File: src/rtl/tvh_pkg.sv
// ----------------------------------------------------------------------------
// Track identity vote histogram package
// Shared constants, status codes, the queue entry type and the confidence
// scaling function.
// ----------------------------------------------------------------------------
package tvh_pkg;

  localparam int DEF_PEOPLE       = 16;
  localparam int DEF_FACE_BINS    = 15;
  localparam int DEF_CANDIDATES   = 3;
  localparam int DEF_COUNT_WIDTH  = 16;

  localparam int INPUT_CANDIDATES = 3;
  localparam int SLOT_W           = 8;
  localparam int FACE_W           = 4;
  localparam int CONF_W           = 10;
  localparam int VOTE_W           = 4;
  localparam int QUEUE_DEPTH      = 2;

  localparam int RECIP_100        = 5243;
  localparam int RECIP_SHIFT      = 19;
  localparam int PROD_W           = CONF_W + 13;

  localparam logic [1:0] STAT_KNOWN = 2'd0;
  localparam logic [1:0] STAT_NEW   = 2'd1;
  localparam logic [1:0] STAT_FULL  = 2'd2;

  typedef struct packed {
    logic [SLOT_W-1:0]                         slot;
    logic [1:0]                                status;
    logic                                      seen;
    logic [INPUT_CANDIDATES-1:0][FACE_W-1:0]   face;
    logic [INPUT_CANDIDATES-1:0][VOTE_W-1:0]   vote;
  } cmd_t;

  // Confidence divided by one hundred, exact over the whole input range.
  function automatic logic [VOTE_W-1:0] conf_to_vote(input logic [CONF_W-1:0] conf);
    logic [PROD_W-1:0] prod;
    prod = PROD_W'(conf) * PROD_W'(RECIP_100);
    return prod[RECIP_SHIFT +: VOTE_W];
  endfunction

endpackage

File: src/rtl/tvh_ram.sv
// ----------------------------------------------------------------------------
// Generic RAM
// One write port and one read port with registered read data.
// ----------------------------------------------------------------------------
module tvh_ram #(
  parameter int WIDTH = 16,
  parameter int DEPTH = 16,
  localparam int AW = (DEPTH > 1) ? $clog2(DEPTH) : 1
) (
  input  logic             clk,
  input  logic             we,
  input  logic [AW-1:0]    waddr,
  input  logic [WIDTH-1:0] wdata,
  input  logic [AW-1:0]    raddr,
  output logic [WIDTH-1:0] rdata
);

  logic [WIDTH-1:0] mem [DEPTH];

  always_ff @(posedge clk) begin
    if (we) begin
      mem[waddr] <= wdata;
    end
    rdata <= mem[raddr];
  end

endmodule

File: src/rtl/tvh_front.sv
// ----------------------------------------------------------------------------
// Lookup front end
// Takes items, searches the tag table, admits new persons and queues a
// command for the vote stage.
// ----------------------------------------------------------------------------
module tvh_front
  import tvh_pkg::*;
#(
  parameter int PEOPLE = DEF_PEOPLE
) (
  input  logic              clk,
  input  logic              rst,
  input  logic              accept,
  input  logic [63:0]       body_id,
  input  logic              face_seen,
  input  logic [FACE_W-1:0] first_face_id,
  input  logic [CONF_W-1:0] first_confidence,
  input  logic [FACE_W-1:0] second_face_id,
  input  logic [CONF_W-1:0] second_confidence,
  input  logic [FACE_W-1:0] third_face_id,
  input  logic [CONF_W-1:0] third_confidence,
  input  logic              queue_full,
  output logic              idle,
  output logic              push,
  output cmd_t              push_cmd
);

  localparam int SW   = (PEOPLE > 1) ? $clog2(PEOPLE) : 1;
  localparam int CNTW = $clog2(PEOPLE + 1);

  typedef enum logic [1:0] {F_IDLE, F_SRCH, F_DEC} fstate_t;

  fstate_t                                 state;
  logic [63:0]                             tid;
  logic                                    seen;
  logic [INPUT_CANDIDATES-1:0][FACE_W-1:0] face;
  logic [INPUT_CANDIDATES-1:0][CONF_W-1:0] conf;
  logic [CNTW-1:0]                         count;
  logic [CNTW-1:0]                         idx;
  logic                                    rpend;
  logic [SW-1:0]                           ridx;
  logic                                    found;
  logic [SW-1:0]                           slot;

  logic            issue;
  logic            hit;
  logic            table_full;
  logic            drop;
  logic            tag_we;
  logic [63:0]     tag_rdata;
  logic [SW-1:0]   new_slot;

  tvh_ram #(.WIDTH(64), .DEPTH(PEOPLE)) u_tag_ram (
    .clk   (clk),
    .we    (tag_we),
    .waddr (new_slot),
    .wdata (tid),
    .raddr (idx[SW-1:0]),
    .rdata (tag_rdata)
  );

  assign idle       = (state == F_IDLE);
  assign issue      = (state == F_SRCH) && (idx < count);
  assign hit        = rpend && (tag_rdata == tid);
  assign table_full = (count >= CNTW'(PEOPLE));
  assign drop       = !found && !seen;
  assign new_slot   = count[SW-1:0];
  assign push       = (state == F_DEC) && !drop && !queue_full;
  assign tag_we     = push && !found && !table_full;

  always_comb begin
    push_cmd.seen = seen;
    push_cmd.face = face;
    for (int i = 0; i < INPUT_CANDIDATES; i++) begin
      push_cmd.vote[i] = conf_to_vote(conf[i]);
    end
    if (found) begin
      push_cmd.slot   = SLOT_W'(slot);
      push_cmd.status = STAT_KNOWN;
    end else if (table_full) begin
      push_cmd.slot   = '0;
      push_cmd.status = STAT_FULL;
    end else begin
      push_cmd.slot   = SLOT_W'(new_slot);
      push_cmd.status = STAT_NEW;
    end
  end

  always_ff @(posedge clk) begin
    if (rst) begin
      state <= F_IDLE;
      count <= '0;
      rpend <= 1'b0;
    end else begin
      unique case (state)
        F_IDLE: begin
          if (accept && (body_id != '0)) begin
            tid     <= body_id;
            seen    <= face_seen;
            face[0] <= first_face_id;
            face[1] <= second_face_id;
            face[2] <= third_face_id;
            conf[0] <= first_confidence;
            conf[1] <= second_confidence;
            conf[2] <= third_confidence;
            idx     <= '0;
            rpend   <= 1'b0;
            found   <= 1'b0;
            state   <= F_SRCH;
          end
        end
        F_SRCH: begin
          rpend <= issue && !hit;
          ridx  <= idx[SW-1:0];
          if (issue) begin
            idx <= idx + 1'b1;
          end
          if (hit) begin
            found <= 1'b1;
            slot  <= ridx;
            state <= F_DEC;
          end else if (!issue && !rpend) begin
            state <= F_DEC;
          end
        end
        F_DEC: begin
          if (drop) begin
            state <= F_IDLE;
          end else if (!queue_full) begin
            if (tag_we) begin
              count <= count + 1'b1;
            end
            state <= F_IDLE;
          end
        end
        default: state <= F_IDLE;
      endcase
    end
  end

endmodule

File: config.mk
export PLATFORM = sky130hd
export DESIGN_NAME = tvh_front
export DESIGN_NICKNAME = d
export VERILOG_FILES = /design/src/rtl/tvh_pkg.sv /design/src/rtl/tvh_ram.sv /design/src/rtl/tvh_front.sv
export SDC_FILE = /design/constraint.sdc
export NUM_CORES = 1
export LEC_CHECK = 0
export BUFFER_PORTS_ARGS = -buffer_cell sky130_fd_sc_hd__buf_2
export CAP_MARGIN = 10
export CORE_MARGIN = 10
export CORE_UTILIZATION = 50
export CTS_BUF_LIST = sky130_fd_sc_hd__clkbuf_8 sky130_fd_sc_hd__clkbuf_16
export DETAILED_ROUTE_END_ITERATION = 10
export GPL_ROUTABILITY_DRIVEN = 0
export PLACE_DENSITY_LB_ADDON = 0.08
export SLEW_MARGIN = 5
export SYNTH_ARGS = -nofsm -noshare
export SYNTH_HDL_FRONTEND = slang
export SYNTH_SLANG_ARGS = --single-unit
export TNS_END_PERCENT = 20
File: constraint.sdc
create_clock -name clk -period 15.5 [get_ports clk]
set_input_delay 4.65 -clock clk [delete_from_list [all_inputs] [get_ports clk]]
set_output_delay 4.65 -clock clk [all_outputs]
set_load 0.02 [all_outputs]
After elaboration in Yosys (flattened, before gate mapping)
Memory sizes are Yosys's and may differ from the RTL's. A register that Yosys moved wholly into a read port is not among the register bits.
Index checks and enable logic that the tools add are counted.

storage, ports and cells
  flip-flop bits (word level) = 129
  RAM bits = 1024
  bits of input ports = 111
  output and inout bits = 37
  word-level logic and storage cells = 80
  memories = 1

memories
  name           words  width  read ports  clocked after Yosys merged registers in  write ports  RTL line       source
  u_tag_ram.mem  16     64     1           1                                        1            tvh_ram.sv:18  logic [WIDTH-1:0] mem [DEPTH];

cells by class
  add/subtract/negate cells = 2
  multiply operators = 3
  order comparisons = 2
  eq/ne operators = 8
  muxes and demuxes = 17
  bitwise operators = 3
  reduce and logical (&&, ||, !) cells = 29

operator list
  operator                  count
  $mul A10 B13 Y23 const B  3
  $eq A64 B64 Y1            1
  $reduce_bool A64 Y1       1
  $mux W6                   2
  $reduce_and A4 Y1         3
  $add A5 B1 Y5 const B     2
  $logic_and A1 B1 Y1       10
  $mux W2                   5
  $mux W5                   2
  $pmux W5 S2               1
  $reduce_and A3 Y1         3
  $logic_not A1 Y1          8
  $pmux W2 S3               1
  $ge A5 B5 Y1 const B      1
  $lt A5 B5 Y1              1
  $mux W1                   4
  $ne A2 B2 Y1 const B      2
  $pmux W1 S2               2
  $reduce_and A2 Y1         2
  $ne A3 B2 Y1 const B      1
  $ne A3 B3 Y1 const B      1
  $not A1 Y1                3
  $eq A2 B1 Y1 const B      1
  $eq A2 B2 Y1 const B      1
  3 further kinds           3

Longest topological paths before layout
  word-level depth = 9
  gate-level depth with buffers = 17
  depth with buffers taken out = 17

By module
A second synthesis with hierarchy kept.

unflattened totals
  cell total of the unflattened synthesis = 2594
  area, all modules = 50918.8 um^2

by module, submodules not included
  module     times used  cells each  area each (um^2)  seq. area each (um^2)
  tvh_ram    1           1647        39583.0           32030.7
  tvh_front  1           947         11335.9           3793.6

Worst setup path before layout
OpenSTA, ideal clock, no wires.

  path type = input to register
  start = input queue_full
  end = memory u_tag_ram.mem[3][0] (enable)
  setup time = 565 ps
  arrival time = 9764 ps
  required time = 14935 ps
  path slack = 5172 ps
  stages = 3
  buffers on the path = 0
  cell sequence = nor4_2 nand2_1 nor3_1

between the ends
  word-level cells in the longest chain between the ends = 6

ends and longest elaborated chain
  element                            RTL line         source
  start: declaration                 tvh_front.sv:22  input logic queue_full,
  $logic_not A1 Y1                   -
  $logic_and A1 B1 Y1                tvh_front.sv:68  assign push = (state == F_DEC) && !drop && !queue_full;
  $logic_and A1 B1 Y1 (2 in series)  tvh_front.sv:69  assign tag_we = push && !found && !table_full;
  $mux W1                            tvh_ram.sv:21    if (we) begin
  $mux W1 (implied by the code)      tvh_ram.sv:22    mem[waddr] <= wdata;
  end: declaration                   tvh_ram.sv:18

No other way between the ends.

==> out/results.txt <==
Cts hold-fix bufs: 0
Post-synthesis register bit count: 1217
XOR/XNOR Fraction of Synth Area: 0.0113
Final WL: 117000 µm
Share of cells above drive strength 1: 0.254
Nets: 3123
FILL cells: 7651
Starting Density: 0.503
Worst-margin pin slew: 1.17 ns
Pre-antenna DRT Iters: 5
Clock Tree Buf Depth: 3
Initial antenna violation count: 7
HP Class: reg -> reg
Footprint of the multi-input gates: 14200 µm²
I/O Buffers: 143
Post-synth EDFFs: 1145
Simple logic cell fraction of the synthesized area: 0.0164
Final Max Slew Viols: 0
Reg-to-reg slack, setup: 10.89 ns
Max-cap violations: 0
Main combinational cell family by area after synthesis: multiplexers
Synth unique cells: 59
Async S/R FF share, synth: 0
Status: complete, no violations
DR vias: 24.1k
DRC Markers: 0
Metal2 WL: 59800 µm
Vias/cell: 5.78
Max IR drop VDD: 0.0851 mV
Max transition margin: 0.214
Post-placement worst setup slack: 5.71 ns
Die footprint: 116000 µm²
Avg Cell Area, Syn: 20.9 µm²
Critical R2R Launch: found
Sequential cell area: 35800 µm²
Worst-path cell chain: inv_1, fa_1, fa_1, fa_1, inv_1, fa_1, fa_1, ha_1, a21oi_1, o22ai_1, o311ai_0, o221ai_1, o41ai_2, o21ba_1, xnor2_1, buf_2
Final setup viols: 0
Total gr overflow: 0
Number of global-route vias before repair: 26.0k
Placement Rows: 117
Area of the mapped netlist: 51200 µm²
CP max stage cell: fa_1
Fin Setup TNS: 0 ns
Total GRT Usage: 0.204
Clock Skew: 0.0231 ns
Register-to-Register Path Depth: 6
Antenna Nets Post-Route: 0
Worst-Skew Late Latency: 0.73 ns
Crit path max fanout: 5
Required @ worst endpoint: 10.85 ns
Hold EP: slot[0]
R2r endpoint: u_tag_ram.mem[3][28]
Initial DRC count: 2100
Core area: 102000 µm²
Clock sink count: 1217
Final hold violations: 0
Compound-Gate Fraction of Synth Area: 0.0123
Period utilisation layout: 0.676
CTS Buf Count: 131
Syn. warnings: 0
Worst setup path category: reg -> out
Core Util, Final: 0.568
Fmax: 0.0954 GHz
Power per cell area: 130 nW/µm²
Die width: 340 µm
Post-Synth Adder-Cell Area: 0.0942
Die Height: 340 µm
Crit path top cell by count: fa_1
H-tree Lvls: 4
Post-CTS setup buffer count: 0
Final min period: 10.48 ns
DR WL met3: 6440 µm
Mux share of post-synthesis cell area: 0.141
Startpoint Class: register
CP endpoint kind: output pin
Worst Hold Depth: 0
CP peak stage delay: 0.56 ns
Post-synthesis instance total: 2450
Largest net degree at the start of global routing: 110
CTS root buffer: clkbuf_16
DP Wirelength: 66400 µm
Static Leak: 20.2 nW
Post-CTS sizing: 0
RSZ-0062 raised after global routing: no
Clock-pin slew on the worst setup and hold paths: 0.06 ns
Met1 WL: 47900 µm
Worst EP arrival: 5.83 ns
Num ports: 148
Hold Crit Start: ridx[0]
Most used flip-flop cell after synthesis: edfxtp_1
Setup ws final: 5.02 ns
Routed len/inst: 28.0 µm
Highest Signal Layer: met5
TritonCTS clock tree: done
Syn-to-layout area delta: 12.9%
First-pass GRT wire length: 173000 µm
Sequential element share of the synthesized area: 0.700
-- registers in the layout, summed over array words and instances, names as in the netlist --
register / cells
u_tag_ram.mem: 1024
tid: 64
u_tag_ram.rdata: 64
conf: 30
push_cmd: 12
count: 5
idx: 5
ridx: 4
slot: 4
state: 2
found: 1
rpend: 1
seen: 1
-- routing by layer --
metal / up-vias / global-route usage
met1: 12900 / 0.270
met2: 690 / 0.346
li1: 10400 / -
met4: 6 / 0.0571
met5: - / 0
met3: 154 / 0.0365
-- layout by cell type, fill, tap and decap left out, types with 20 or more instances in the layout --
cell       count
clkinv_1      20
buf_4         40
nor4_1        23
inv_1        228
xor2_1        26
clkinv_2      22
clkbuf_16    135
nand4_1       20
nor2_1        32
edfxtp_1    1145
xnor2_1       40
dfxtp_1       72
buf_2        143
mux4_2       315
ha_1         222
nand2_1       20
fa_1         102
-- area by class of cell --
type,count,share of cell area
Clock buffer,142,0.0602
Sequential cell,1217,0.620
Inverter,190,0.0124
Tap cell,1368,0.0296
Multi-Input combinational cell,963,0.247
Antenna cell,2,0.0000867
Clock inverter,99,0.0124
Timing Repair Buffer,185,0.0183
-- cells in the mapped netlist (3+ instances only) --
| cell | count | area [µm²] |
|---|---|---|
| and4_1 | 3 | 26.3 |
| a21o_1 | 15 | 113 |
| buf_2 | 9 | 45.0 |
| nand3_1 | 12 | 60.1 |
| buf_6 | 20 | 225 |
| or2_2 | 5 | 31.3 |
| nand2_1 | 20 | 75.1 |
| fa_1 | 102 | 2040 |
| or3_1 | 3 | 18.8 |
| nor2_1 | 45 | 169 |
| o22ai_1 | 7 | 43.8 |
| o31ai_1 | 4 | 30.0 |
| nor3_1 | 11 | 55.1 |
| xnor2_1 | 40 | 350 |
| mux4_2 | 315 | 7090 |
| inv_1 | 190 | 713 |
| nand4_1 | 20 | 125 |
| o211ai_1 | 4 | 30.0 |
| mux4_1 | 5 | 131 |
| nand2b_1 | 5 | 31.3 |
| a21oi_1 | 18 | 90.1 |
| and3_1 | 5 | 31.3 |
| xor2_1 | 26 | 228 |
| edfxtp_1 | 1145 | 34400 |
| nor4_1 | 24 | 150 |
| a2111oi_0 | 3 | 26.3 |
| buf_1 | 4 | 15.0 |
| buf_4 | 10 | 75.1 |
| and2_1 | 3 | 18.8 |
| ha_1 | 222 | 2780 |
| clkbuf_1 | 39 | 146 |
| o21ai_0 | 6 | 30.0 |
| dfxtp_1 | 72 | 1440 |
| nor2b_1 | 4 | 25.0 |
-- how the worst max path moves through the flow --
stage	from	slack, ns	cells after the start	endpoint
after CTS	conf[4]	4.92	15	push_cmd[3]
after floorplan	queue_full	5.17	3	u_tag_ram.mem[3][0]
after detailed placement	conf[4]	5.71	15	push_cmd[3]
final	conf[14]	5.02	16	push_cmd[7]
after global routing	conf[4]	4.63	15	push_cmd[3]
after global placement	conf[14]	5.78	16	push_cmd[7]
-- cell families after synthesis --
family | count (synthesis)
other | 1
adders and majority gates | 324
muxes | 321
xor gates and xnor gates | 66
AOI/OAI and AO/OA | 86
DFF | 1217
and+or+nand+nor | 162
buffers and inverters | 273
-- where the power goes --
part / internal (mW) / switching (mW) / leakage [nW]
combinational: 0.383 / 0.454 / 7.04
sequential: 3.63 / 0.0531 / 10.9
clock: 1.75 / 1.25 / 2.21
-- per-stage QoR --
step / area (µm²) / power (mW) / hold WS (ns) / cells
2_1_floorplan: 51200 / 4.34 / 0.400 / 2453
6_report: 57700 / 7.52 / 0.420 / 4166
4_1_cts: 57700 / 7.60 / 0.419 / 4163
3_5_place_dp: 53500 / 4.60 / 0.405 / 3922
3_3_place_gp: 53500 / 4.58 / 0.406 / 3922
5_1_grt: 57700 / 7.84 / 0.429 / 4166
-- worst max-delay path, delay by kind of cell (launching register included) --
| kind | cells | cell delay (ns) |
|---|---|---|
| flops | 1 | 0.46 |
| buf+inv | 3 | 0.34 |
| fa+ha+maj | 6 | 2.74 |
| compound gates | 6 | 1.47 |
| xor+xnor | 1 | 0.11 |
Power figures use the tool's default switching activity.
