### config.mk
export PLATFORM = sky130hd
export DESIGN_NAME = tvh_fifo
export DESIGN_NICKNAME = d
export VERILOG_FILES = /design/src/rtl/tvh_pkg.sv /design/src/rtl/tvh_fifo.sv
export SDC_FILE = /design/constraint.sdc
export NUM_CORES = 1
export LEC_CHECK = 0
export ABC_AREA = 1
export BUFFER_PORTS_ARGS = -buffer_cell sky130_fd_sc_hd__buf_2
export CAP_MARGIN = 40
export CORE_MARGIN = 8
export CORE_UTILIZATION = 56
export CTS_CLUSTER_SIZE = 20
export DETAILED_ROUTE_END_ITERATION = 16
export PLACE_DENSITY = 0.89
export RECOVER_POWER = 100
export SLEW_MARGIN = 20
export SYNTH_ARGS = -nofsm -noshare
export SYNTH_HDL_FRONTEND = slang
export SYNTH_SLANG_ARGS = --single-unit
### constraint.sdc
create_clock -name clk -period 5.9 [get_ports clk]
set_input_delay 0.59 -clock clk [delete_from_list [all_inputs] [get_ports clk]]
set_output_delay 0.59 -clock clk [all_outputs]
set_load 0.02 [all_outputs]
### src/rtl/tvh_pkg.sv
// ----------------------------------------------------------------------------
// Track identity vote histogram package
// Shared constants, status codes, the queue entry type and the confidence
// scaling function.
// ----------------------------------------------------------------------------
package tvh_pkg;

  localparam int DEF_PEOPLE       = 16;
  localparam int DEF_FACE_BINS    = 15;
  localparam int DEF_CANDIDATES   = 3;
  localparam int DEF_COUNT_WIDTH  = 16;

  localparam int INPUT_CANDIDATES = 3;
  localparam int SLOT_W           = 8;
  localparam int FACE_W           = 4;
  localparam int CONF_W           = 10;
  localparam int VOTE_W           = 4;
  localparam int QUEUE_DEPTH      = 2;

  localparam int RECIP_100        = 5243;
  localparam int RECIP_SHIFT      = 19;
  localparam int PROD_W           = CONF_W + 13;

  localparam logic [1:0] STAT_KNOWN = 2'd0;
  localparam logic [1:0] STAT_NEW   = 2'd1;
  localparam logic [1:0] STAT_FULL  = 2'd2;

  typedef struct packed {
    logic [SLOT_W-1:0]                         slot;
    logic [1:0]                                status;
    logic                                      seen;
    logic [INPUT_CANDIDATES-1:0][FACE_W-1:0]   face;
    logic [INPUT_CANDIDATES-1:0][VOTE_W-1:0]   vote;
  } cmd_t;

  // Confidence divided by one hundred, exact over the whole input range.
  function automatic logic [VOTE_W-1:0] conf_to_vote(input logic [CONF_W-1:0] conf);
    logic [PROD_W-1:0] prod;
    prod = PROD_W'(conf) * PROD_W'(RECIP_100);
    return prod[RECIP_SHIFT +: VOTE_W];
  endfunction

endpackage

### src/rtl/tvh_fifo.sv
// ----------------------------------------------------------------------------
// Command queue
// Short first-in first-out queue between the lookup and vote stages.
// ----------------------------------------------------------------------------
module tvh_fifo
  import tvh_pkg::*;
(
  input  logic clk,
  input  logic rst,
  input  logic push,
  input  cmd_t push_cmd,
  input  logic pop,
  output cmd_t pop_cmd,
  output logic full,
  output logic empty
);

  localparam int PW = (QUEUE_DEPTH > 1) ? $clog2(QUEUE_DEPTH) : 1;
  localparam int CW = $clog2(QUEUE_DEPTH + 1);

  cmd_t          mem [QUEUE_DEPTH];
  logic [PW-1:0] wp;
  logic [PW-1:0] rp;
  logic [CW-1:0] fill;

  assign full    = (fill == CW'(QUEUE_DEPTH));
  assign empty   = (fill == '0);
  assign pop_cmd = mem[rp];

  always_ff @(posedge clk) begin
    if (push) begin
      mem[wp] <= push_cmd;
    end
    if (rst) begin
      wp   <= '0;
      rp   <= '0;
      fill <= '0;
    end else begin
      if (push) begin
        wp <= (wp == PW'(QUEUE_DEPTH - 1)) ? '0 : wp + 1'b1;
      end
      if (pop) begin
        rp <= (rp == PW'(QUEUE_DEPTH - 1)) ? '0 : rp + 1'b1;
      end
      fill <= fill + CW'(push) - CW'(pop);
    end
  end

endmodule

### Word-level counts from Yosys, hierarchy flattened

Memory sizes are Yosys's and may differ from the RTL's. A register that Yosys moved wholly into a read port is not among the register bits.
Index checks and enable logic that the tools add are counted.

* mux-type cells: 6
* equal/unequal tests: 1
* reduce and logical (&&, ||, !) cells: 1
* add/subtract/negate cells: 4

Operators with widths (number)
* 1-bit two-way mux: 6
* 1-bit adder (second input constant): 2
* 2-bit by 1-bit adder with 2-bit output: 1
* 2-bit == test (second input constant): 1
* 2-bit zero test: 1
* 2-bit by 1-bit subtractor with 2-bit output: 1

* bits in writable memories: 70
* word-level logic and storage cells: 16
* input bits: 39
* flip-flop bits (word level): 4
* output and inout bits: 37
* memories kept: 1

Memories
* mem: words 2, width 35, read ports 1, clocked after memory_dff 1, wr ports 1, line tvh_fifo.sv:21 `cmd_t mem [QUEUE_DEPTH];`

### Depth between registers and ports, before layout

Gate-level depths: netlist of run 1.

* depth in word-level cells: 4
* depth in mapped cells: 9
* gate-level depth less buffers: 9

### Least setup slack after synthesis of run 1

OpenSTA, ideal clock, no wires.

* kind: in2reg
* from: input port push
* to: memory mem[0][0] (netlist bit) (enable)
* stages: 2
* path buffers: 0
* data required time: 5.472 ns
* data arrival time: 2.104 ns
* setup slack: 3.368 ns
* cell sequence: inv_1 > nor2_1

* cells in the longest elaborated chain, start to end: 2

RTL lines
* start, declared: line tvh_fifo.sv:10 `input logic push,`
* 1-bit two-way mux: line tvh_fifo.sv:31 `if (push) begin`
* 1-bit two-way mux (not written as such): line tvh_fifo.sv:32 `mem[wp] <= push_cmd;`
* end, declared: line tvh_fifo.sv:21

No other way between the ends.

==> results of run 1 <==
==> how the worst max path moves through the flow <==
stage | start | slack, ns | end
floorplan | push | 3.37 | mem[0][0]
global placement | register | 3.66 | pop_cmd[23]
detailed placement | register | 3.86 | pop_cmd[24]
CTS | register | 3.47 | pop_cmd[24]
global route | register | 2.50 | pop_cmd[23]
finish | register | 2.71 | pop_cmd[24]
==> state kept, by name, summed over array words and instances, names as in the netlist, named ones only <==
signal	cells
wp	1
rp	1
mem	70
fill	2
==> critical path, cell delays in order (launching register included) <==
cell and delay [ns]:
dfxtp_1 0.80, clkbuf_1 0.86, mux2_2 0.43, clkbuf_1 0.17
==> power by group <==
part,leakage (nW),internal [mW],switching [mW]
combinational,0.469,0.0505,0.0846
sequential,0.699,0.615,0.0115
clock,0.134,0.335,0.175
==> layer usage <==
metal	part of all wire (%)	GRT usage (%)	vias to the layer above
met4	1.7	7.83	2
met2	53	23.7	50
met5	0.26	0	-
li1	-	-	693
met3	7.7	6.47	13
met1	37	13.1	704
==> layout by cell type, fill, tap and decap left out, drive strengths merged <==
master	netlist	final
nor3	1	1
nor2	8	8
xnor2	1	1
nand2	4	4
a21oi	1	1
edfxtp	70	70
nand3	1	1
clkinv	0	1
clkbuf	0	35
ha	2	2
dfxtp	5	5
bufinv	0	4
buf	4	54
inv	8	8
mux2	35	35
==> logic make-up (layout without fill, tap and decap cells) <==
kind of cell / count (synthesis) / count (layout)
compound gates: 1 / 1
simple gates: 14 / 14
fa+ha+maj: 2 / 2
mux: 35 / 35
flops: 75 / 75
buf+inv: 12 / 102
xor+xnor: 1 / 1
==> cell type report <==
cell class	instances	area, µm²	share of cell area (%)
Tap cell	70	87.6	2.55
Inverter	8	30.0	0.873
Timing Repair Buffer	78	359	10.4
Sequential cell	75	2200	64.0
Multi-Input combinational cell	53	495	14.4
Clock inverter	5	125	3.64
Clock buffer	11	141	4.11
==> impl_summary.txt, run 1 <==
----------------------------------------------------
[Synth]
  Xor/xnor share of the synthesized area ... 0.302%
  Syn Inst Count ... 140
  Adder-Cell Fraction of Synth Area ... 0.862%
  Compound-gate portion of the synthesized area ... 0.172%
  Average cell area after synthesis ... 20.7 µm²
  Portion of synthesized cell area occupied by the leading cell type ... 72.4%
  Number of warnings issued by yosys ... 0
  Fraction of registers with async set or reset after synthesis ... 0%
  Commonest cells in the synthesized netlist ... edfxtp_1 (70), mux2_4 (30), inv_1 (8), nor2_1 (8)
  Part of the Yosys area used for sequential elements ... 75.8%
  Synth unique cells ... 14
  Summed instance area of the synthesized netlist ... 2900 µm²
  Cell with the most instances after synthesis ... edfxtp_1
  Number of flops mapped to enable cells by yosys ... 70
  Top FF cell, synth ... edfxtp_1
  Register bit count reported by yosys ... 75
  Dominant combinational cell family by area after synthesis ... multiplexers
  Number of nets produced by synthesis ... 181
  Simple-gate share of the synthesized area ... 1.90%
  Cell type with the largest total area after synthesis ... edfxtp_1
  Synth area leaders ... edfxtp_1 (72%), mux2_4 (16%), dfxtp_1 (3.4%)
  Mux cell area share after synthesis ... 17.4%

[Die]
  Die X-Extent ... 88.0 µm
  Starting density of the core ... 57.6%
  Die boundary height ... 88.0 µm
  Area of the die ... 7750 µm²
  Core ar. ... 5040 µm²
  Number of rows in the core area ... 26
  Num ports ... 76

[CTS]
  Number of buffers inserted during clock tree synthesis ... 9
  Post-cts repair resize count ... 0
  Clock Pin Slew Worst Setup and Hold Paths ... 0.08 ns
  Clock latency on the worst-skew pair ... 0.34 ns
  Clock tree from TritonCTS ... done
  Hold_buf cts ... 0
  Longest Clk Path Bufs ... 2
  Clock Sink Count ... 75
  H-tree level count ... 3
  Clock root buffer ... clkbuf_8
  Count of buffers added by post-CTS timing repair for setup ... 0

[Min path]
  Worst Hold Path Cells ... 1
  Hold Path End ... mem[0][22]
  Startpoint of the tightest hold check path ... push_cmd[22]
  Type of the most critical hold path ... in -> reg

[Global route]
  Number of antenna violations at the first check in global routing ... 1
  Overall fraction of global-route tracks in use ... 13.7%
  Final global-route overflow total ... 0
  Pin count of the biggest net entering global routing ... 37
  Via count of the first global-routing pass ... 1635
  First-pass GRT wire length ... 7620 µm

[Timing]
  Shortest clock period the worst path allows after layout ... 3.19 ns
  Max Clock Freq ... 0.313 GHz
  TNS Setup ... 0 ns
  Number of setup violations in the final report ... 0
  Slew Limit Headroom ... -36.7%
  Actual slew at the worst max-slew pin ... 2.05 ns
  Count of final max-slew check failures ... 37
  Final cycle utilization of the critical path ... 54.1%
  Final worst slack ... 2.71 ns
  Worst Skew ... 0.00588 ns
  Setup repair after global routing missed its margin ... false
  Final hold vios ... 0
  Hold WS ... 0.431 ns

[Outcome]
  Violated checks ... capacitance limit, slew limit
  Status ... finished with violations

[Power]
  Pwr per Cell Area ... 370 nW/µm²
  Total power of the final layout ... 1.27 mW
  Leakage power ... 1.30 nW
  Max rail drop VDD ... 246 µV

[Finish]
  Post-Layout Cell Count ... 300
  # fillers ... 371
  Fraction of layout cells with a size suffix above 1 ... 32.6%
  Final core occ ... 68.2%
  Number of nets in the layout ... 266
  P&R area growth vs syn ... 18.5%
  Final design area excluding fillers ... 3440 µm²
  Antenna diodes ... 0

[Detailed routing]
  Post-DRT Antenna Nets ... 0
  # DRC ... 0
  Aggregate routed wire length ... 5020 µm
  Routed wire per std cell ... 16.7 µm
  Vias after detailed routing ... 1462
  Number of detailed-route iterations in the first pass ... 4
  1st-iter DRT viols ... 90
  Vias per cell ... 4.87

[Worst setup path]
  Endpoint required time on the critical path ... 5.31 ns
  Launch point of the worst reg-to-reg path ... wp
  Category of the critical setup timing path ... reg -> out
  Max Fanout on Critical Path ... 20
  Startpoint type of the worst setup path ... register
  Reg-to-reg slack, setup ... 3.26 ns
  Destination of the worst register-to-register timing path ... mem[0][23]
  Arrival time of data at the critical path endpoint ... 2.60 ns
  Kind of end point of the critical path ... output pin
  Number of cells traversed by the worst register-to-register path ... 2

[Place]
  Number of buffers added on ports ... 75
  Routability-driven placement congestion ratio ... 0.662
  Cell Count Post-Placement ... 284
  Total cell area at the placement stage ... 3360 µm²
  Setup WS pre-CTS ... 3.86 ns
  Detailed Place HPWL ... 3580 µm

[Run]
  Count of max-cap constraint violations ... 1

----------------------------------------------------
(Power assumes the default switching activity.)
==> run 2, diff against run 1 <==
CORE_UTILIZATION = 52   (was 56)
PLACE_DENSITY = 0.84   (was 0.89)
clock period = 3.3 ns   (was 5.9 ns; I/O delays follow)
==> impl_summary.txt, run 2 (synthesis gave the netlist of run 1 again) <==
----------------------------------------------------
[CTS]
  Clock Pin Slew Worst Setup and Hold Paths ... 0.08 ns (about the same)
  Clock Sink Count ... 75 (unchanged)
  H-tree level count ... 3 (unchanged)
  Clock tree from TritonCTS ... done
  Post-cts repair resize count ... 0 (unchanged)
  Hold_buf cts ... 0 (unchanged)
  Clock root buffer ... clkbuf_8
  Number of buffers inserted during clock tree synthesis ... 9 (unchanged)
  Count of buffers added by post-CTS timing repair for setup ... 0 (unchanged)
  Clock latency on the worst-skew pair ... 0.33 ns (about the same)
  Longest Clk Path Bufs ... 2 (unchanged)

[Die]
  Number of rows in the core area ... 27 (+3.8%)
  Starting density of the core ... 53.4% (-4.2 points)
  Die boundary height ... 90.7 µm (+3.1%)
  Num ports ... 76 (unchanged)
  Core ar. ... 5440 µm² (+7.9%)
  Area of the die ... 8230 µm² (+6.3%)
  Die X-Extent ... 90.7 µm (+3.1%)

[Timing]
  Hold WS ... 0.183 ns (-0.247 ns)
  Final hold vios ... 0 (unchanged)
  Actual slew at the worst max-slew pin ... 1.36 ns (-0.687 ns)
  Shortest clock period the worst path allows after layout ... 2.61 ns
  Count of final max-slew check failures ... 0 (-100%)
  Setup repair after global routing missed its margin ... false
  Max Clock Freq ... 0.383 GHz
  TNS Setup ... 0 ns (unchanged)
  Final cycle utilization of the critical path ... 79.1%
  Slew Limit Headroom ... 8.82% (+45 points)
  Number of setup violations in the final report ... 0 (unchanged)
  Worst Skew ... 0.00844 ns (+0.00256 ns)

[Place]
  Number of buffers added on ports ... 75 (unchanged)
  Routability-driven placement congestion ratio ... 0.666 (+0.66%)
  Detailed Place HPWL ... 3740 µm (+4.5%)
  Cell Count Post-Placement ... 286 (+0.70%)

[Worst setup path]
  Endpoint required time on the critical path ... 3.24 ns (-2.07 ns)
  Startpoint type of the worst setup path ... register
  Reg-to-reg slack, setup ... 0.69 ns (-2.57 ns)
  Worst-path cell chain ... nor2_1, clkbuf_1
  Arrival time of data at the critical path endpoint ... 2.55 ns (-0.05 ns)
  Max stage delay cell, worst path ... nor2_1
  Category of the critical setup timing path ... reg -> reg
  Kind of end point of the critical path ... register
  Cell family with most CP delay ... simple AND/OR/NAND/NOR gates
  Max Fanout on Critical Path ... 19 (-5.0%)
  Peak per-stage delay on the critical path ... 1.02 ns (+0.16 ns)
  Buf+Inv Stages, Crit Path ... 1 (-1)

[Min path]
  Type of the most critical hold path ... in -> reg

[Finish]
  Area of the multi-input gates ... 533 µm² (+7.6%)
  Largest regs ... mem (70), fill (2)
  # fillers ... 447 (+20%)
  Sequential cell area in the final layout ... 2200 µm² (about the same)
  Number of nets in the layout ... 266 (unchanged)
  Most flop-heavy register ... mem
  Number of flip-flops in the largest register ... 70 (unchanged)
  Antenna diodes ... 0 (unchanged)
  Post-Layout Cell Count ... 302 (+0.67%)
  Leading cell type in the layout, fill and taps excluded ... edfxtp_1
  Commonest cells after routing, fill and taps aside ... edfxtp_1 (70), buf_2 (41), clkbuf_1 (36)
  P&R area growth vs syn ... 18.1%
  Fraction of layout cells with a size suffix above 1 ... 33.0% (+0.43 points)
  Final core occ ... 63.1% (-5.2 points)

[Global route]
  Pin count of the biggest net entering global routing ... 23 (-38%)
  Final global-route overflow total ... 0 (unchanged)
  Via count of the first global-routing pass ... 1623 (-0.73%)
  First-pass GRT wire length ... 8210 µm (+7.8%)
  Overall fraction of global-route tracks in use ... 13.0% (-0.70 points)
  Number of antenna violations at the first check in global routing ... 0 (-1)

[Power]
  Total power of the final layout ... 2.15 mW (+69%)
  Max rail drop VDD ... 532 µV (+120%)
  Pwr per Cell Area ... 627 nW/µm² (+70%)
  Leakage power ... 1.29 nW (-0.62%)

[Detailed routing]
  Post-DRT Antenna Nets ... 0 (unchanged)
  Number of detailed-route iterations in the first pass ... 4 (unchanged)
  Vias per cell ... 4.77 (-2.1%)
  Aggregate routed wire length ... 5210 µm (+3.9%)
  # DRC ... 0 (unchanged)
  Routed wire per std cell ... 17.3 µm (+3.2%)
  Vias after detailed routing ... 1441 (-1.4%)
  1st-iter DRT viols ... 82 (-8.9%)

[Outcome]
  Status ... completed

[Run]
  Count of max-cap constraint violations ... 0 (-1)

----------------------------------------------------
## run 2: metal layers
layer,track usage [%],vias up,wire [µm]
met5,0,-,0
met4,7.49,0,106
met3,3.41,8,238
met2,23.6,37,2880
met1,13.1,703,1990
li1,-,693,-
## run 2: area by class of cell
type,count,share of cell area [%]
Clock inverter,5,2.19
Tap cell,72,2.63
Sequential cell,75,64.2
Inverter,8,0.875
Clock buffer,11,4.41
Timing Repair Buffer,78,10.1
Multi-Input combinational cell,53,15.5
## run 2: final timing paths
path                startpoint          to  cells past startpoint
setup reg to reg            wp   mem[0][6]                      2
setup / recovery            wp   mem[0][6]                      2
hold reg to reg             wp          wp                      2
hold / removal    push_cmd[17]  mem[1][17]                      1
## run 2: per-stage QoR
| stage | worst slack, ns | cell area (µm²) |
|---|---|---|
| finish | 0.691 | 3430 |
| global route | 0.475 | 3430 |
| CTS | 0.908 | 3580 |
| detailed placement | 1.28 | 3350 |
| global placement | 1.30 | 3320 |
| floorplan | 1.03 | 2900 |
## run 2: where the power goes
| group | switching [mW] | internal (mW) |
|---|---|---|
| sequential | 0.0246 | 1.10 |
| combinational | 0.152 | 0.0979 |
| clock | 0.313 | 0.463 |
## run 2: worst reg2reg max path, stage by stage, from the launching register on
cell and delay (ns):
dfxtp_1 0.33, nor2_1 1.02, clkbuf_1 0.87
